==> config.mk <==
export PLATFORM = sky130hd
export DESIGN_NAME = cla_rem_unit
export DESIGN_NICKNAME = d
export VERILOG_FILES = /design/src/design/colony_life_automaton_top_macros.svh /design/src/design/cla_pkg.sv /design/src/design/cla_rem_unit.sv
export SDC_FILE = /design/constraint.sdc
export NUM_CORES = 1
export LEC_CHECK = 0
export BUFFER_PORTS_ARGS = -buffer_cell sky130_fd_sc_hd__buf_4
export CAP_MARGIN = 10
export CORE_MARGIN = 4
export CORE_UTILIZATION = 40
export CTS_CLUSTER_DIAMETER = 100
export CTS_CLUSTER_SIZE = 24
export DETAILED_ROUTE_END_ITERATION = 16
export GPL_ROUTABILITY_DRIVEN = 0
export PLACE_DENSITY_LB_ADDON = 0.2
export SETUP_SLACK_MARGIN = 0.05
export SLEW_MARGIN = 20
export SYNTH_ARGS = -nofsm -noshare
export SYNTH_HDL_FRONTEND = slang
export SYNTH_SLANG_ARGS = --single-unit
==> constraint.sdc <==
create_clock -name clk -period 5.1 [get_ports clk]
set_input_delay 1.53 -clock clk [delete_from_list [all_inputs] [get_ports clk]]
set_output_delay 1.53 -clock clk [all_outputs]
set_load 0.02 [all_outputs]
==> src/design/colony_life_automaton_top_macros.svh <==
// Assertion macros used by the colony life automaton top level.
`ifndef COLONY_LIFE_AUTOMATON_TOP_MACROS_SVH
`define COLONY_LIFE_AUTOMATON_TOP_MACROS_SVH

// Check a consequence in the same cycle as its antecedent.
`define CLA_ASSERT_NOW(label, ante, cons) \
	label: assert property (@(posedge clk) disable iff (!arst_n) (ante) |-> (cons)) \
		else $error("colony life automaton check failed");

// Check a consequence in the cycle after its antecedent.
`define CLA_ASSERT_NEXT(label, ante, cons) \
	label: assert property (@(posedge clk) disable iff (!arst_n) (ante) |=> (cons)) \
		else $error("colony life automaton check failed");

`endif

==> src/design/cla_pkg.sv <==
// Shared types, constants and helpers of the colony life automaton.
`timescale 1ns / 1ps
package cla_pkg;

	localparam int MAX_WIDTH     = 64;
	localparam int MAX_HEIGHT    = 64;
	localparam int COLONY_BITS   = 4;
	localparam int LIFETIME_BITS = 16;

	localparam int COORD_BITS = 6;
	localparam int DIM_BITS   = 7;
	localparam int ADDR_BITS  = 2 * COORD_BITS;
	localparam int MEM_DEPTH  = 1 << ADDR_BITS;
	localparam int CNT_BITS   = 13;
	localparam int REM_CNT_BITS = $clog2(COORD_BITS + 1);

	localparam int NBR_TAPS   = 9;
	localparam int CENTER_TAP = 4;
	localparam int TOT_BITS   = 4;
	localparam int PH_BITS    = 4;
	localparam logic [PH_BITS-1:0] PH_READ_LAST = PH_BITS'(NBR_TAPS - 1);
	localparam logic [PH_BITS-1:0] PH_CENTER    = PH_BITS'(CENTER_TAP + 1);
	localparam logic [PH_BITS-1:0] PH_LAST      = PH_BITS'(NBR_TAPS + 1);

	localparam logic [LIFETIME_BITS-1:0] LIFE_MAX = '1;

	typedef enum logic [1:0] {
		OP_WRITE = 2'd0,
		OP_STEP  = 2'd1,
		OP_READ  = 2'd2,
		OP_NOP   = 2'd3
	} op_t;

	localparam logic REG_WIDTH  = 1'b0;
	localparam logic REG_HEIGHT = 1'b1;

	typedef struct packed {
		logic                     alive;
		logic                     obstacle;
		logic [COLONY_BITS-1:0]   colony;
		logic [LIFETIME_BITS-1:0] life;
	} cell_t;

	typedef struct packed {
		logic [1:0]  opcode;
		logic [5:0]  col_x;
		logic [5:0]  row_y;
		logic        new_alive;
		logic        new_obstacle;
		logic [3:0]  new_colony;
		logic [15:0] new_livetime;
	} in_item_t;

	typedef struct packed {
		logic        read_alive;
		logic        read_obstacle;
		logic [3:0]  read_colony;
		logic [15:0] read_livetime;
		logic [12:0] changed_count;
		logic [12:0] alive_count;
	} out_item_t;

	typedef struct packed {
		logic [TOT_BITS-1:0]    total;
		logic [COLONY_BITS-1:0] best;
	} win_res_t;

	// Zero acts as one, anything above the maximum acts as the maximum.
	function automatic logic [DIM_BITS-1:0] eff_dim(input logic [DIM_BITS-1:0] v,
			input logic [DIM_BITS-1:0] maxv);
		logic [DIM_BITS-1:0] r;
		r = v;
		if (v == '0)
			r = DIM_BITS'(1);
		else if (v > maxv)
			r = maxv;
		return r;
	endfunction

endpackage

==> src/design/cla_rem_unit.sv <==
// Iterative restoring remainder unit, one dividend bit per cycle.
`timescale 1ns / 1ps
module cla_rem_unit (
	input  logic                            clk,
	input  logic                            arst_n,
	input  logic                            start,
	input  logic [cla_pkg::COORD_BITS-1:0]  dividend,
	input  logic [cla_pkg::DIM_BITS-1:0]    divisor,
	output logic                            done,
	output logic [cla_pkg::COORD_BITS-1:0]  rem
);

	logic [cla_pkg::DIM_BITS-1:0]     r_q;
	logic [cla_pkg::COORD_BITS-1:0]   q_q;
	logic [cla_pkg::REM_CNT_BITS-1:0] cnt_q;
	logic                             busy_q;
	logic                             done_q;
	logic [cla_pkg::DIM_BITS-1:0]     trial;
	logic [cla_pkg::DIM_BITS-1:0]     sub;

	assign trial = {r_q[cla_pkg::DIM_BITS-2:0], q_q[cla_pkg::COORD_BITS-1]};
	assign sub   = (trial >= divisor) ? trial - divisor : trial;

	always_ff @(posedge clk or negedge arst_n) begin
		if (!arst_n) begin
			busy_q <= 1'b0;
			done_q <= 1'b0;
			cnt_q  <= '0;
		end else if (start) begin
			busy_q <= 1'b1;
			done_q <= 1'b0;
			cnt_q  <= cla_pkg::REM_CNT_BITS'(cla_pkg::COORD_BITS);
		end else if (busy_q) begin
			cnt_q <= cnt_q - 1'b1;
			if (cnt_q == cla_pkg::REM_CNT_BITS'(1)) begin
				busy_q <= 1'b0;
				done_q <= 1'b1;
			end
		end
	end

	always_ff @(posedge clk) begin
		if (start) begin
			r_q <= '0;
			q_q <= dividend;
		end else if (busy_q) begin
			r_q <= sub;
			q_q <= {q_q[cla_pkg::COORD_BITS-2:0], 1'b0};
		end
	end

	assign done = done_q;
	assign rem  = r_q[cla_pkg::COORD_BITS-1:0];

endmodule

==> impl_metrics.env <==
export IMPL_min_period_over_period_pct=59.1
export IMPL_maxCapViolCount=0
export IMPL_p_per_area_nw_per_um2=322
export IMPL_yosysSeqAreaShare_pct=37.0
export IMPL_worstHoldPathType="flip-flop to flip-flop"
export IMPL_fin_worst_skew_ns=0.0100
export IMPL_yosys_area_top_type="edfxtp_1"
export IMPL_min_period_ns=3.01
export IMPL_drc_errors=0
export IMPL_drtIter0Drc=23
export IMPL_outcome="completed"
export IMPL_dr_pass1_iters=4
export IMPL_routed_wl_um=2140
export IMPL_num_vias=879
export IMPL_synthToLayoutAreaGrowth_pct=19.2
export IMPL_ir_worst_vdd_uv=176
export IMPL_final_layout_size_suffix_gt1_share_pct=28.3
export IMPL_antenna_left=0
export IMPL_grt_max_degree=22
export IMPL_cp_max_fo=2
export IMPL_die_width_um=61.6
export IMPL_grt_pass1_wl_um=3590
export IMPL_io_pins=23
export IMPL_cts_buffer_depth=2
export IMPL_path_clk_slew_ns=0.09
export IMPL_path_cells="buf_4 > ha_1 > fa_1 > nand2b_1 > a21oi_1 > xnor2_1 > nor4b_1 > a2111oi_2"
export IMPL_rsz0062_at_grt="false"
export IMPL_rows=19
export IMPL_cts_root_buf="clkbuf_4"
export IMPL_antenna_found_initial=0
export IMPL_fmax_ghz=0.332
export IMPL_arrival_ns=3.17
export IMPL_p_leak_uw=0.000644
export IMPL_timing_final_hold_violations=0
export IMPL_grt_use_total_pct=12.7
export IMPL_cts_num_sinks=17
export IMPL_die_area_um2=3800
export IMPL_antenna_cells=0
export IMPL_tns_ns=0
export IMPL_postCtsHoldBufs=0
export IMPL_htree_num_levels=1
export IMPL_synth_seq_cells=17
export IMPL_grt_overflow_total=0
export IMPL_netlist_instances=115
export IMPL_syn_area_um2=1150
export IMPL_synth_fp_nets=142
export IMPL_cts_setup_buffers=0
export IMPL_nNetsFinal=166
export IMPL_clkLatencyLatePin_ns=0.29
export IMPL_slowest_stage="fa_1"
export IMPL_cp_required_ns=5.26
export IMPL_worst_setup_path_end_kind="flip-flop"
export IMPL_synth_top_area_share_pct=15.7
export IMPL_worst_path_largest_cell_delay_ns=0.40
export IMPL_start_util_pct=41.7
export IMPL_syn_area_per_cell_um2=10.0
export IMPL_wire_per_inst_um=12.7
export IMPL_port_buffers=22
export IMPL_synth_distinct_cells=40
export IMPL_path_class="input pin to flip-flop"
export IMPL_slew_viol_final=0
export IMPL_yosysWarnings=0
export IMPL_ys_top_cells_by_area="edfxtp_1 16%, dfrtp_1 11%, ha_1 11%"
export IMPL_cts_made_buffers=3
export IMPL_hold_ws_ns=0.534
export IMPL_max_slew_worst_pin_slew_ns=0.492
export IMPL_core_um2=2760
export IMPL_slew_headroom_pct=67.2
export IMPL_dieHeight_um=61.6
export IMPL_ctsResizeCount=0
export IMPL_startpoint_type="input pin"
export IMPL_first_global_vias=831
export IMPL_num_fill_cells=269
export IMPL_viasPerCell=5.20
export IMPL_post_dp_hpwl_um=1670
export IMPL_final_setup_viol_count=0
export IMPL_cts_tree="built"
[metrics by stage]
stage / total power (uW) / setup WS, ns / area [um^2] / utilization, % / instances
3_3_place_gp: 371 / 1.79 / 1340 / 48.7 / 165
4_1_cts: 446 / 2.09 / 1370 / 49.7 / 169
2_1_floorplan: 321 / 1.93 / 1150 / - / 115
6_report: 441 / 2.09 / 1370 / 49.7 / 169
5_1_grt: 479 / 1.95 / 1370 / 49.7 / 169
3_5_place_dp: 374 / 1.77 / 1340 / 48.7 / 165
[final timing paths]
path | from | to | slack, ns | depth (start not counted)
max | divisor[0] | r_q[4] | 2.09 | 8
min | cnt_q[1] | cnt_q[1] | 0.53 | 2
max reg2reg | q_q[5] | r_q[4] | 3.01 | 8
min reg2reg | cnt_q[1] | cnt_q[1] | 0.53 | 2
max in group asynchronous | arst_n | cnt_q[1] | 3.97 | 1
min in group asynchronous | arst_n | busy_q | 1.02 | 1
[state kept, by name (all words and copies together) (netlist names)]
signal / flops
q_q: 6
r_q: 6
cnt_q: 3
busy_q: 1
done: 1
[critical path: cells and delay by family]
kind            cells  cell delay, ns
compound gates      2            0.24
buf+inv             1            0.11
fa+ha+maj           2            0.60
simple gates        2            0.54
xor+xnor            1            0.14
[cell usage after synthesis (all sizes together)]
| library cell | number |
|---|---|
| a41oi | 1 |
| nor2 | 13 |
| inv | 11 |
| ha | 10 |
| a2111oi | 2 |
| o31a | 1 |
| clkbuf | 3 |
| or2 | 3 |
| a311oi | 1 |
| edfxtp | 6 |
| nor2b | 4 |
| mux2 | 5 |
| nand2b | 4 |
| a21oi | 3 |
| a221o | 1 |
| a211o | 2 |
| o21ba | 1 |
| dfrtp | 5 |
| clkinv | 1 |
| o21ai | 3 |
| nor3 | 4 |
| xnor2 | 3 |
| o22a | 1 |
| o211a | 1 |
| and2 | 1 |
| dfxtp | 6 |
| a311o | 1 |
| xor2 | 1 |
| nand2 | 2 |
| a21o | 2 |
| nor4b | 2 |
| fa | 1 |
| and3 | 1 |
| a211oi | 1 |
| o21bai | 2 |
| nor4 | 3 |
| nor3b | 1 |
| o21a | 2 |
[cells by family (layout without fill, tap and decap cells)]
| group | count (synthesis) | after routing | share of synthesized area [%] |
|---|---|---|---|
| and+or+nand+nor | 38 | 38 | 17.7 |
| AOI/OAI and AO/OA | 25 | 25 | 19.8 |
| DFF | 17 | 17 | 37.0 |
| buffers and inverters | 15 | 38 | 4.90 |
| adders and majority gates | 11 | 11 | 12.6 |
| muxes | 5 | 5 | 4.90 |
| xor gates and xnor gates | 4 | 4 | 3.05 |
[cell type report]
type / count / area, um^2 / area share (%)
Multi-Input combinational cell: 83 / 668 / 48.8
Sequential cell: 17 / 425 / 31.1
Timing Repair Buffer: 22 / 165 / 12.1
Inverter: 12 / 45.0 / 3.29
Tap cell: 31 / 38.8 / 2.83
Clock buffer: 3 / 22.5 / 1.64
Clock inverter: 1 / 5.00 / 0.365
[per-layer routing]
metal	global-route usage (%)	up-vias	share of wire (%)
met2	19.6	15	47
met1	17.7	406	48
met3	2.10	2	4.2
met4	4.55	0	0.79
met5	0	-	0
li1	-	456	-
[cells in the final DEF, fill, tap and decap left out, types with 5 or more instances in the layout]
master    count
nor2_1       13
dfrtp_1       5
edfxtp_1      6
ha_1         10
buf_4        22
inv_1        11
mux2_2        5
dfxtp_1       6
[power breakdown]
| group | switching, uW | internal, uW | leakage (uW) |
|---|---|---|---|
| clock | 40.7 | 29.1 | 0.0000177 |
| combinational | 102 | 94.0 | 0.000456 |
| sequential | 15.3 | 160 | 0.000170 |
Note: power is estimated with default switching activity, not from simulation.
