### src/design/colony_life_automaton_top_macros.svh
// Assertion macros used by the colony life automaton top level.
`ifndef COLONY_LIFE_AUTOMATON_TOP_MACROS_SVH
`define COLONY_LIFE_AUTOMATON_TOP_MACROS_SVH

// Check a consequence in the same cycle as its antecedent.
`define CLA_ASSERT_NOW(label, ante, cons) \
	label: assert property (@(posedge clk) disable iff (!arst_n) (ante) |-> (cons)) \
		else $error("colony life automaton check failed");

// Check a consequence in the cycle after its antecedent.
`define CLA_ASSERT_NEXT(label, ante, cons) \
	label: assert property (@(posedge clk) disable iff (!arst_n) (ante) |=> (cons)) \
		else $error("colony life automaton check failed");

`endif

### src/design/cla_pkg.sv
// Shared types, constants and helpers of the colony life automaton.
`timescale 1ns / 1ps
package cla_pkg;

	localparam int MAX_WIDTH     = 64;
	localparam int MAX_HEIGHT    = 64;
	localparam int COLONY_BITS   = 4;
	localparam int LIFETIME_BITS = 16;

	localparam int COORD_BITS = 6;
	localparam int DIM_BITS   = 7;
	localparam int ADDR_BITS  = 2 * COORD_BITS;
	localparam int MEM_DEPTH  = 1 << ADDR_BITS;
	localparam int CNT_BITS   = 13;
	localparam int REM_CNT_BITS = $clog2(COORD_BITS + 1);

	localparam int NBR_TAPS   = 9;
	localparam int CENTER_TAP = 4;
	localparam int TOT_BITS   = 4;
	localparam int PH_BITS    = 4;
	localparam logic [PH_BITS-1:0] PH_READ_LAST = PH_BITS'(NBR_TAPS - 1);
	localparam logic [PH_BITS-1:0] PH_CENTER    = PH_BITS'(CENTER_TAP + 1);
	localparam logic [PH_BITS-1:0] PH_LAST      = PH_BITS'(NBR_TAPS + 1);

	localparam logic [LIFETIME_BITS-1:0] LIFE_MAX = '1;

	typedef enum logic [1:0] {
		OP_WRITE = 2'd0,
		OP_STEP  = 2'd1,
		OP_READ  = 2'd2,
		OP_NOP   = 2'd3
	} op_t;

	localparam logic REG_WIDTH  = 1'b0;
	localparam logic REG_HEIGHT = 1'b1;

	typedef struct packed {
		logic                     alive;
		logic                     obstacle;
		logic [COLONY_BITS-1:0]   colony;
		logic [LIFETIME_BITS-1:0] life;
	} cell_t;

	typedef struct packed {
		logic [1:0]  opcode;
		logic [5:0]  col_x;
		logic [5:0]  row_y;
		logic        new_alive;
		logic        new_obstacle;
		logic [3:0]  new_colony;
		logic [15:0] new_livetime;
	} in_item_t;

	typedef struct packed {
		logic        read_alive;
		logic        read_obstacle;
		logic [3:0]  read_colony;
		logic [15:0] read_livetime;
		logic [12:0] changed_count;
		logic [12:0] alive_count;
	} out_item_t;

	typedef struct packed {
		logic [TOT_BITS-1:0]    total;
		logic [COLONY_BITS-1:0] best;
	} win_res_t;

	// Zero acts as one, anything above the maximum acts as the maximum.
	function automatic logic [DIM_BITS-1:0] eff_dim(input logic [DIM_BITS-1:0] v,
			input logic [DIM_BITS-1:0] maxv);
		logic [DIM_BITS-1:0] r;
		r = v;
		if (v == '0)
			r = DIM_BITS'(1);
		else if (v > maxv)
			r = maxv;
		return r;
	endfunction

endpackage

### src/design/cla_nbr_cell.sv
// One tap of the neighborhood chain: holds a cell's alive flag and colony.
`timescale 1ns / 1ps
module cla_nbr_cell (
	input  logic                            clk,
	input  logic                            shift_en,
	input  logic                            d_alive,
	input  logic [cla_pkg::COLONY_BITS-1:0] d_colony,
	output logic                            q_alive,
	output logic [cla_pkg::COLONY_BITS-1:0] q_colony
);

	logic                            alive_q;
	logic [cla_pkg::COLONY_BITS-1:0] colony_q;

	always_ff @(posedge clk) begin
		if (shift_en) begin
			alive_q  <= d_alive;
			colony_q <= d_colony;
		end
	end

	assign q_alive  = alive_q;
	assign q_colony = colony_q;

endmodule

### src/design/cla_window.sv
// Chain of nine neighborhood taps with live count and majority colony.
`timescale 1ns / 1ps
module cla_window (
	input  logic                            clk,
	input  logic                            shift_en,
	input  logic                            d_alive,
	input  logic [cla_pkg::COLONY_BITS-1:0] d_colony,
	output cla_pkg::win_res_t               res
);

	logic                            tap_alive  [cla_pkg::NBR_TAPS+1];
	logic [cla_pkg::COLONY_BITS-1:0] tap_colony [cla_pkg::NBR_TAPS+1];

	assign tap_alive[0]  = d_alive;
	assign tap_colony[0] = d_colony;

	for (genvar g = 0; g < cla_pkg::NBR_TAPS; g++) begin : g_tap
		cla_nbr_cell u_cell (
			.clk      (clk),
			.shift_en (shift_en),
			.d_alive  (tap_alive[g]),
			.d_colony (tap_colony[g]),
			.q_alive  (tap_alive[g+1]),
			.q_colony (tap_colony[g+1])
		);
	end

	// With exactly three live neighbors, a colony seen twice wins outright,
	// otherwise the lowest of the three wins.
	always_comb begin
		logic [cla_pkg::TOT_BITS-1:0]    tot;
		logic [cla_pkg::COLONY_BITS-1:0] ca;
		logic [cla_pkg::COLONY_BITS-1:0] cb;
		logic [cla_pkg::COLONY_BITS-1:0] cc;
		logic [cla_pkg::COLONY_BITS-1:0] lo;
		tot = '0;
		ca  = '0;
		cb  = '0;
		cc  = '0;
		for (int j = 1; j <= cla_pkg::NBR_TAPS; j++) begin
			if (j != cla_pkg::CENTER_TAP + 1 && tap_alive[j]) begin
				if (tot == cla_pkg::TOT_BITS'(0))
					ca = tap_colony[j];
				else if (tot == cla_pkg::TOT_BITS'(1))
					cb = tap_colony[j];
				else if (tot == cla_pkg::TOT_BITS'(2))
					cc = tap_colony[j];
				tot = tot + 1'b1;
			end
		end
		lo = (ca < cb) ? ca : cb;
		lo = (cc < lo) ? cc : lo;
		res.total = tot;
		if (ca == cb || ca == cc)
			res.best = ca;
		else if (cb == cc)
			res.best = cb;
		else
			res.best = lo;
	end

endmodule

### config.mk
export PLATFORM = sky130hd
export DESIGN_NAME = cla_window
export DESIGN_NICKNAME = d
export VERILOG_FILES = /design/src/design/colony_life_automaton_top_macros.svh /design/src/design/cla_pkg.sv /design/src/design/cla_nbr_cell.sv /design/src/design/cla_window.sv
export SDC_FILE = /design/constraint.sdc
export NUM_CORES = 1
export LEC_CHECK = 0
export BUFFER_PORTS_ARGS = -buffer_cell sky130_fd_sc_hd__clkbuf_2
export CORE_MARGIN = 8
export CORE_UTILIZATION = 35
export CTS_BUF_LIST = sky130_fd_sc_hd__clkbuf_2
export CTS_CLUSTER_SIZE = 10
export DETAILED_ROUTE_END_ITERATION = 7
export HOLD_SLACK_MARGIN = 0.1
export PLACE_DENSITY_LB_ADDON = 0.08
export SLEW_MARGIN = 20
export SYNTH_ARGS = -nofsm -noshare
export SYNTH_HDL_FRONTEND = slang
export SYNTH_SLANG_ARGS = --single-unit
### constraint.sdc
create_clock -name clk -period 6.35 [get_ports clk]
set_input_delay 0.3175 -clock clk [delete_from_list [all_inputs] [get_ports clk]]
set_output_delay 0.3175 -clock clk [all_outputs]
set_load 0.05 [all_outputs]
==> reports/summary.md, run 1 <==
• **max-cap violation count** 0
• **most common flop cell mapped by yosys** sky130_fd_sc_hd__edfxtp_1
• **final setup violation count** 3
• **drt drc** 0
• **EDFF count, synth** 45
• **smallest hold slack** 457.0 ps
• **maximum fanout along the worst path** 5
• **Post-Synthesis Mean Instance Area** 10.55 µm²
• **count of pins over their slew limit** 0
• **average via count per standard cell** 5.531
• **async set or reset register ratio after synthesis** 0%
• **die width** 123.3 µm
• **CTS H-tree depth** 2
• **category of the critical setup timing path** register to output pin
• **type of the most critical hold path** register to register
• **port bufs** 14
• **Detailed Route WL** 11.01 mm
• **HPWL after detailed placement** 8.090 mm
• **Max-Slew Margin vs Limit** 54.96%
• **number of top-level pins** 15
• **run status** finished, violations left
• **row cnt** 39
• **final-report hold violation count** 0
• **Initial DRT Pass Iterations** 5
• **failing checks** negative setup slack
• **post-route fraction of the period consumed by the critical path** 105.0%
• **number of instances in the synthesized netlist** 382
• **DIE AREA** 15,210 µm²
• **netlist area before placement** 4031 µm²
• **count of cell types in the netlist** 90
• **crit end category** output pin
• **Total Power** 1.708 mW
• **number of register bits inferred by synthesis** 45
• **share of the core filled with cells** 45.61%
• **fraction of the yosys area taken by sequential cells** 33.52%
• **TritonCTS clock tree** built
• **category of the worst setup path launch point** register
• **first-pass GRT wire length** 18.31 mm
• **Congestion Overflow GR** 0
• **Core Box Area** 11,320 µm²
• **via count of the first global-routing pass** 3,473
• **total leakage power** 2.037 nW
• **area of the multi-input gates** 2713 µm²
• **die extent in y** 123.3 µm
• **via count** 3,352
• **unrepaired setup endpoints after global routing** yes
• **ANT cells** 0
• **effective utilization at floorplan** 35.61%
• **cell at the slowest stage of the critical path** sky130_fd_sc_hd__edfxtp_1
• **number of nets in the synthesized netlist** 406
• **final estimated routing congestion in global placement** 0.8765
• **Worst EP arrival** 6350 ps
• **per-cell routed wire length** 18.17 µm
• **share of cells above drive strength 1** 38.44%
• **clock transition time at the flip-flop clock pins of the worst setup and hold paths** 220 ps
• **Layout Nets** 486
• **Power Dens Cells** 330.7 nW/µm²
• **number of synthesis warnings** 0
• **clock tree sinks** 45
• **Critical Path Most Common Cell** sky130_fd_sc_hd__ha_4
• **aggregate global-route resource usage** 15.16%
• **largest net degree at the start of global routing** 46
• **area growth from synthesis to layout** 28.09%
• **number of buffers between clock root and the deepest sink** 2
• **transition time at the pin with the least slew margin** 673.2 ps
• **clock tree root buffer cell** sky130_fd_sc_hd__clkbuf_2
• **Place WS** 31.03 ps
• **number of inserted filler cells in the final layout** 1,088
• **Peak Freq** 150.0 MHz
• **worst path required time** 6030 ps
• **worst-case vdd ir drop** 0.4140 mV
• **number of clock buffers inserted by TritonCTS** 5
• **register area** 1351 µm²
• **Final Skew** 13.02 ps
• **post-route ant nets** 0
• **Slowest Stage Delay on Critical Path** 470 ps
• **Final Critical Period** 6668 ps
• **First DRT Iteration DRCs** 260
• **source-to-sink clock delay at the later pin of the worst-skew pair** 440 ps
• **initial antenna violation count** 0
• **final worst slack** -317.5 ps
-- stage by stage --
stage	setup TNS, ps	cells	area, µm²
CTS	-701.5	605	5105
floorplan	0	382	4108
finish	-838.0	606	5164
global placement	0	568	4637
global route	-1627	606	5164
detailed placement	0	568	4637
-- power by group --
part	switching (mW)	internal (mW)	leakage, nW
Clock	0.101	0.0690	0.0432
Combinational	0.620	0.552	1.55
Sequential	0.0173	0.348	0.440
Total	0.739	0.969	2.04
-- repair_timing --
action,in CTS,in global routing
setup buffers,24,2
endpoints found under the hold margin,5,0
endpoints found under the setup margin,3,3
gates cloned,0,0
pin swaps,22,11
hold buffers,5,0
resized for setup,35,11
-- state kept, by name, indices dropped and copies added, names as in the netlist --
register / count
g_tap.u_cell.q_colony: 36
g_tap.u_cell.q_alive: 9
-- layout make-up --
class	count	area share, %
flip-flops and latches	45	26.17
repair buffers	92	14.37
inverters	28	2.132
clock inverters	2	0.7512
clock buffers	6	0.5815
multi-input cells	290	52.53
well taps	143	3.465
-- cells in the mapped netlist, types with 6 or more instances --
cell | number | area (µm²)
sky130_fd_sc_hd__edfxtp_1 | 45 | 1351
sky130_fd_sc_hd__clkbuf_1 | 7 | 26.28
sky130_fd_sc_hd__nand3_1 | 15 | 75.07
sky130_fd_sc_hd__mux2i_1 | 20 | 200.2
sky130_fd_sc_hd__o31a_1 | 6 | 52.55
sky130_fd_sc_hd__buf_2 | 7 | 35.03
sky130_fd_sc_hd__nor2_1 | 20 | 75.07
sky130_fd_sc_hd__a21oi_1 | 15 | 75.07
sky130_fd_sc_hd__o211ai_1 | 9 | 67.56
sky130_fd_sc_hd__o21ai_0 | 8 | 40.04
sky130_fd_sc_hd__nand2b_1 | 6 | 37.54
sky130_fd_sc_hd__nand2_1 | 15 | 56.30
sky130_fd_sc_hd__xnor2_1 | 11 | 96.34
sky130_fd_sc_hd__inv_1 | 27 | 101.4
sky130_fd_sc_hd__mux2_2 | 17 | 191.4
sky130_fd_sc_hd__ha_1 | 17 | 212.7
-- per-layer routing --
| metal | track usage, % | routed length (µm) |
|---|---|---|
| met4 | 6.546 | 364 |
| met3 | 2.283 | 462 |
| met5 | 0 | 0 |
| met2 | 26.43 | 5550 |
| met1 | 18.18 | 4630 |
-- critical path: cells and delay by family, from the launching register on --
family,cells,cell delay [ps]
adders and majority gates,4,770
DFF,1,470
and+or+nand+nor,5,770
AOI/OAI and AO/OA,10,2090
muxes,3,710
buffers and inverters,9,1060
-- final timing paths --
| kind | cells past startpoint | slack, ps | end | from |
|---|---|---|---|---|
| setup / recovery | 31 | -320 | res[1] | g_tap[0].u_cell.q_alive |
| hold reg to reg | 0 | 460 | g_tap[5].u_cell.q_alive | g_tap[4].u_cell.q_alive |
| hold / removal | 0 | 460 | g_tap[5].u_cell.q_alive | g_tap[4].u_cell.q_alive |
| setup reg to reg | 1 | 5330 | g_tap[4].u_cell.q_alive | g_tap[3].u_cell.q_alive |
-- layout by cell type, fill, tap and decap left out, types with 9 or more instances in the layout --
cell type	count
sky130_fd_sc_hd__o211ai_1	9
sky130_fd_sc_hd__clkbuf_2	17
sky130_fd_sc_hd__ha_1	9
sky130_fd_sc_hd__nor2_1	19
sky130_fd_sc_hd__inv_1	25
sky130_fd_sc_hd__edfxtp_1	45
sky130_fd_sc_hd__nand3_1	14
sky130_fd_sc_hd__nand2_1	15
sky130_fd_sc_hd__a21oi_1	11
sky130_fd_sc_hd__buf_4	64
sky130_fd_sc_hd__buf_6	9
sky130_fd_sc_hd__mux2_2	15
sky130_fd_sc_hd__mux2i_1	16
sky130_fd_sc_hd__xnor2_1	11
-- cell families after synthesis --
kind of cell    synth area share, %
flops                         33.52
simple gates                  16.98
fa+ha+maj                     5.524
xor+xnor                      3.662
compound gates                22.44
mux                           12.79
buf+inv                       5.090
No activity file was read; power rests on OpenSTA's default activity.
==> inputs of run 2 (changes only) <==
--- a/config.mk
+++ b/config.mk
@@ -13,7 +13,9 @@
 export DETAILED_ROUTE_END_ITERATION = 7
 export HOLD_SLACK_MARGIN = 0.1
 export PLACE_DENSITY_LB_ADDON = 0.08
+export SETUP_SLACK_MARGIN = 0.05
 export SLEW_MARGIN = 20
 export SYNTH_ARGS = -nofsm -noshare
 export SYNTH_HDL_FRONTEND = slang
+export SYNTH_HIERARCHICAL = 1
 export SYNTH_SLANG_ARGS = --single-unit
==> run 2 against run 1 <==
Core utilization is 1.2 points higher. Final area is 1.8% higher. Largest cell class unchanged. Via count is 0.92% lower. Highest routed layer unchanged. First-iteration DRC count is 7.3% higher. Combinational power is 20% higher. The flow still finishes with violations (negative setup slack).
==> reports/summary.md, run 2 <==
• **share of cells above drive strength 1** 40.00%, was 38.44%
• **transition time at the pin with the least slew margin** 696.6 ps, was 673.2 ps
• **clock tree root buffer cell** sky130_fd_sc_hd__clkbuf_2, unchanged
• **number of register bits inferred by synthesis** 45, unchanged
• **final-report hold violation count** 0, unchanged
• **area growth from synthesis to layout** 32.74%, was 28.09%
• **instance count along the most critical hold path** 0, unchanged
• **post-route fraction of the period consumed by the critical path** 102.3%, was 105.0%
• **most common flop cell mapped by yosys** sky130_fd_sc_hd__edfxtp_1, unchanged
• **number of inserted filler cells in the final layout** 1,029, was 1,088
• **commonest non-fill, non-tap cell in the layout** sky130_fd_sc_hd__buf_4, unchanged
• **count of cell types in the netlist** 86, was 90
• **Congestion Overflow GR** 0, unchanged
• **type of the most critical hold path** register to register, unchanged
• **leading cell type by number of instances after synthesis** sky130_fd_sc_hd__edfxtp_1, unchanged
• **largest net degree at the start of global routing** 46, unchanged
• **count of pins over their slew limit** 0, unchanged
• **cell at the slowest stage of the critical path** sky130_fd_sc_hd__edfxtp_1, unchanged
• **TritonCTS clock tree** built, unchanged
• **port bufs** 14, unchanged
• **DIE AREA** 14,970 µm², was 15,210 µm²
• **HPWL after detailed placement** 7.859 mm, was 8.090 mm
• **placed cell areas** 4546 µm², was 4637 µm²
• **via count** 3,321, was 3,352
• **number of cells traversed by the worst register-to-register path** 2, was 1
• **clock tree sinks** 45, unchanged
• **post-route ant nets** 0, unchanged
• **First DRT Iteration DRCs** 279, was 260
• **failing checks** negative setup slack, unchanged
• **final estimated routing congestion in global placement** 0.8380, was 0.8765
• **worst-case vdd ir drop** 0.5516 mV, was 0.4140 mV
• **Post-Synthesis Mean Instance Area** 10.26 µm², was 10.55 µm²
• **clock transition time at the flip-flop clock pins of the worst setup and hold paths** 250 ps, was 220 ps
• **async set or reset register ratio after synthesis** 0%, unchanged
• **source-to-sink clock delay at the later pin of the worst-skew pair** 430 ps, was 440 ps
• **cell area after layout** 5255 µm², was 5164 µm²
• **run status** finished, violations left, unchanged
• **Synth top area share** 34.13%, was 33.52%
• **Power Dens Cells** 369.4 nW/µm², was 330.7 nW/µm²
• **EDFF count, synth** 45, unchanged
• **number of instances in the synthesized netlist** 386, was 382
• **flop-to-flop setup slack** 5200 ps, was 5330 ps
• **crit end category** output pin, unchanged
• **number of buffers between clock root and the deepest sink** 2, unchanged
• **Total Power** 1.941 mW, was 1.708 mW
• **effective utilization at floorplan** 35.27%, was 35.61%
• **row cnt** 39, unchanged
• **category of the critical setup timing path** register to output pin, unchanged
• **category of the worst setup path launch point** register, unchanged
• **drt drc** 0, unchanged
• **Worst EP arrival** 6180 ps, was 6350 ps
• **number of flip-flops under the largest register name** 36, unchanged
• **average via count per standard cell** 5.418, was 5.531
• **number of clock buffers inserted by TritonCTS** 5, unchanged
• **top library cells by usage in the layout, fill and taps aside** 70 x sky130_fd_sc_hd__buf_4, 45 x sky130_fd_sc_hd__edfxtp_1, 22 x sky130_fd_sc_hd__inv_1, 21 x sky130_fd_sc_hd__nand2_1, was 64 x sky130_fd_sc_hd__buf_4, 45 x sky130_fd_sc_hd__edfxtp_1, 25 x sky130_fd_sc_hd__inv_1, 19 x sky130_fd_sc_hd__nor2_1, 17 x sky130_fd_sc_hd__clkbuf_2
• **Layout Nets** 493, was 486
• **Initial DRT Pass Iterations** 4, was 5
• **total leakage power** 2.053 nW, was 2.037 nW
• **Detailed Route WL** 11.14 mm, was 11.01 mm
• **Peak Freq** 153.9 MHz, was 150.0 MHz
• **Core Box Area** 11,220 µm², was 11,320 µm²
• **max-cap violation count** 0, unchanged
• **number of top-level pins** 15, unchanged
• **aggregate global-route resource usage** 14.78%, was 15.16%
• **number of synthesis warnings** 6, was 0
• **initial antenna violation count** 0, unchanged
• **ANT cells** 0, unchanged
• **number of nets in the synthesized netlist** 410, was 406
• **Final Critical Period** 6498 ps, was 6668 ps
• **ranking of synthesized cells by instance count** 45 x sky130_fd_sc_hd__edfxtp_1, 26 x sky130_fd_sc_hd__inv_1, 24 x sky130_fd_sc_hd__nand2_1, was 45 x sky130_fd_sc_hd__edfxtp_1, 27 x sky130_fd_sc_hd__inv_1, 20 x sky130_fd_sc_hd__mux2i_1, 20 x sky130_fd_sc_hd__nor2_1
• **CTS H-tree depth** 2, unchanged
• **worst path required time** 6030 ps, about the same
• **fraction of the yosys area taken by sequential cells** 34.13%, was 33.52%
• **maximum fanout along the worst path** 8, was 5
• **first-pass GRT wire length** 17.53 mm, was 18.31 mm
• **Slowest Stage Delay on Critical Path** 470 ps, about the same
• **netlist area before placement** 3959 µm², was 4031 µm²
• **Yosys top cell by area** sky130_fd_sc_hd__edfxtp_1, unchanged
• **Max-Slew Margin vs Limit** 53.44%, was 54.96%
• **Final Skew** 21.55 ps, was 13.02 ps
• **via count of the first global-routing pass** 3,333, was 3,473
• **die width** 122.4 µm, was 123.3 µm
• **top area cells in the synthesized netlist** sky130_fd_sc_hd__edfxtp_1 34%, sky130_fd_sc_hd__ha_1 5.4%, sky130_fd_sc_hd__mux2_2 5.1%, sky130_fd_sc_hd__mux2i_1 4.3%, sky130_fd_sc_hd__xnor2_1 3.3%, was sky130_fd_sc_hd__edfxtp_1 34%, sky130_fd_sc_hd__ha_1 5.3%, sky130_fd_sc_hd__mux2i_1 5.0%, sky130_fd_sc_hd__mux2_2 4.7%, sky130_fd_sc_hd__inv_1 2.5%
• **per-cell routed wire length** 18.17 µm, about the same
• **final worst slack** -147.8 ps, was -317.5 ps
• **unrepaired setup endpoints after global routing** yes, unchanged
• **final setup violation count** 3, unchanged
• **die extent in y** 122.4 µm, was 123.3 µm
==> run 2: changes by cell type in the layout (fill, tap and decap cells not counted), sizes merged, moves of 5 or more <==
cell,previous run,this run
nor4b,1,6
a211oi,4,10
o31ai,9,0
o211ai,9,4
xnor2,11,16
nand3,15,5
mux2i,22,17
buf,76,81
a21oi,17,12
o31a,6,1
nand2,15,24
==> run 2: worst max-delay path: cells and delay by family, from the launching register on <==
family | cells | cell delay (ps)
DFF | 1 | 470
adders and majority gates | 3 | 750
and+or+nand+nor | 11 | 1920
AOI/OAI and AO/OA | 12 | 1980
buffers and inverters | 4 | 600
==> run 2: cell type report <==
cell class / count / area, µm² / area share, %
Clock buffer: 6 / 30.03 / 0.5714
Clock inverter: 2 / 38.79 / 0.7381
Inverter: 26 / 97.59 / 1.857
Multi-Input combinational cell: 294 / 2783 / 52.95
Sequential cell: 45 / 1351 / 25.71
Tap cell: 143 / 178.9 / 3.405
Timing Repair Buffer: 97 / 775.7 / 14.76
==> run 2: cells by family (layout without fill, tap and decap cells) <==
family	after synthesis	after routing	share of synthesized area, %
compound gates	98	98	20.45
xor+xnor	21	21	5.373
fa+ha+maj	18	18	5.626
buf+inv	47	131	4.993
flops	45	45	34.13
mux	35	35	9.418
simple gates	122	122	20.01
==> run 2: layer usage <==
metal | part of all wire, % | GRT usage (%) | up-vias
met5 | 0 | 0 | -
met4 | 1.3 | 5.331 | 0
met3 | 2.7 | 2.208 | 10
met2 | 50 | 25.45 | 69
met1 | 46 | 18.39 | 1588
li1 | - | - | 1654
==> run 2: final timing paths <==
kind	to	from
min	g_tap[5].u_cell/q_colony[3]	g_tap[4].u_cell/q_colony[3]
min reg2reg	g_tap[5].u_cell/q_colony[3]	g_tap[4].u_cell/q_colony[3]
max reg2reg	g_tap[4].u_cell/q_alive	g_tap[3].u_cell/q_alive
max	res[1]	g_tap[1].u_cell/q_alive
==> run 2: where the power goes <==
| group | internal, mW | leakage [nW] | total (mW) | switching [mW] |
|---|---|---|---|---|
| Combinational | 0.657 | 1.57 | 1.40 | 0.746 |
| Sequential | 0.348 | 0.440 | 0.368 | 0.0194 |
| Clock | 0.0691 | 0.0432 | 0.171 | 0.102 |
| Total | 1.07 | 2.05 | 1.94 | 0.867 |
==> run 2: repair_timing <==
item | in CTS | in global routing
cloned | 0 | 0
endpoints found under the setup margin | 3 | 3
hold buffers | 5 | 0
pin swaps | 25 | 23
setup buffers | 35 | 2
endpoints found under the hold margin | 5 | 0
gates resized for setup | 42 | 22
==> run 2: per-stage QoR <==
stage | setup WS, ps | utilization (%) | TNS, ps | hold WS [ps] | cells
floorplan | 64.02 | - | 0 | 400.3 | 386
global placement | -25.32 | 40.50 | -27.40 | 400.2 | 564
detailed placement | -182.9 | 40.50 | -344.6 | 405.6 | 564
CTS | -173.0 | 45.72 | -413.7 | 447.5 | 612
global route | -460.5 | 46.82 | -1287 | 452.2 | 613
finish | -147.8 | 46.82 | -299.6 | 442.1 | 613
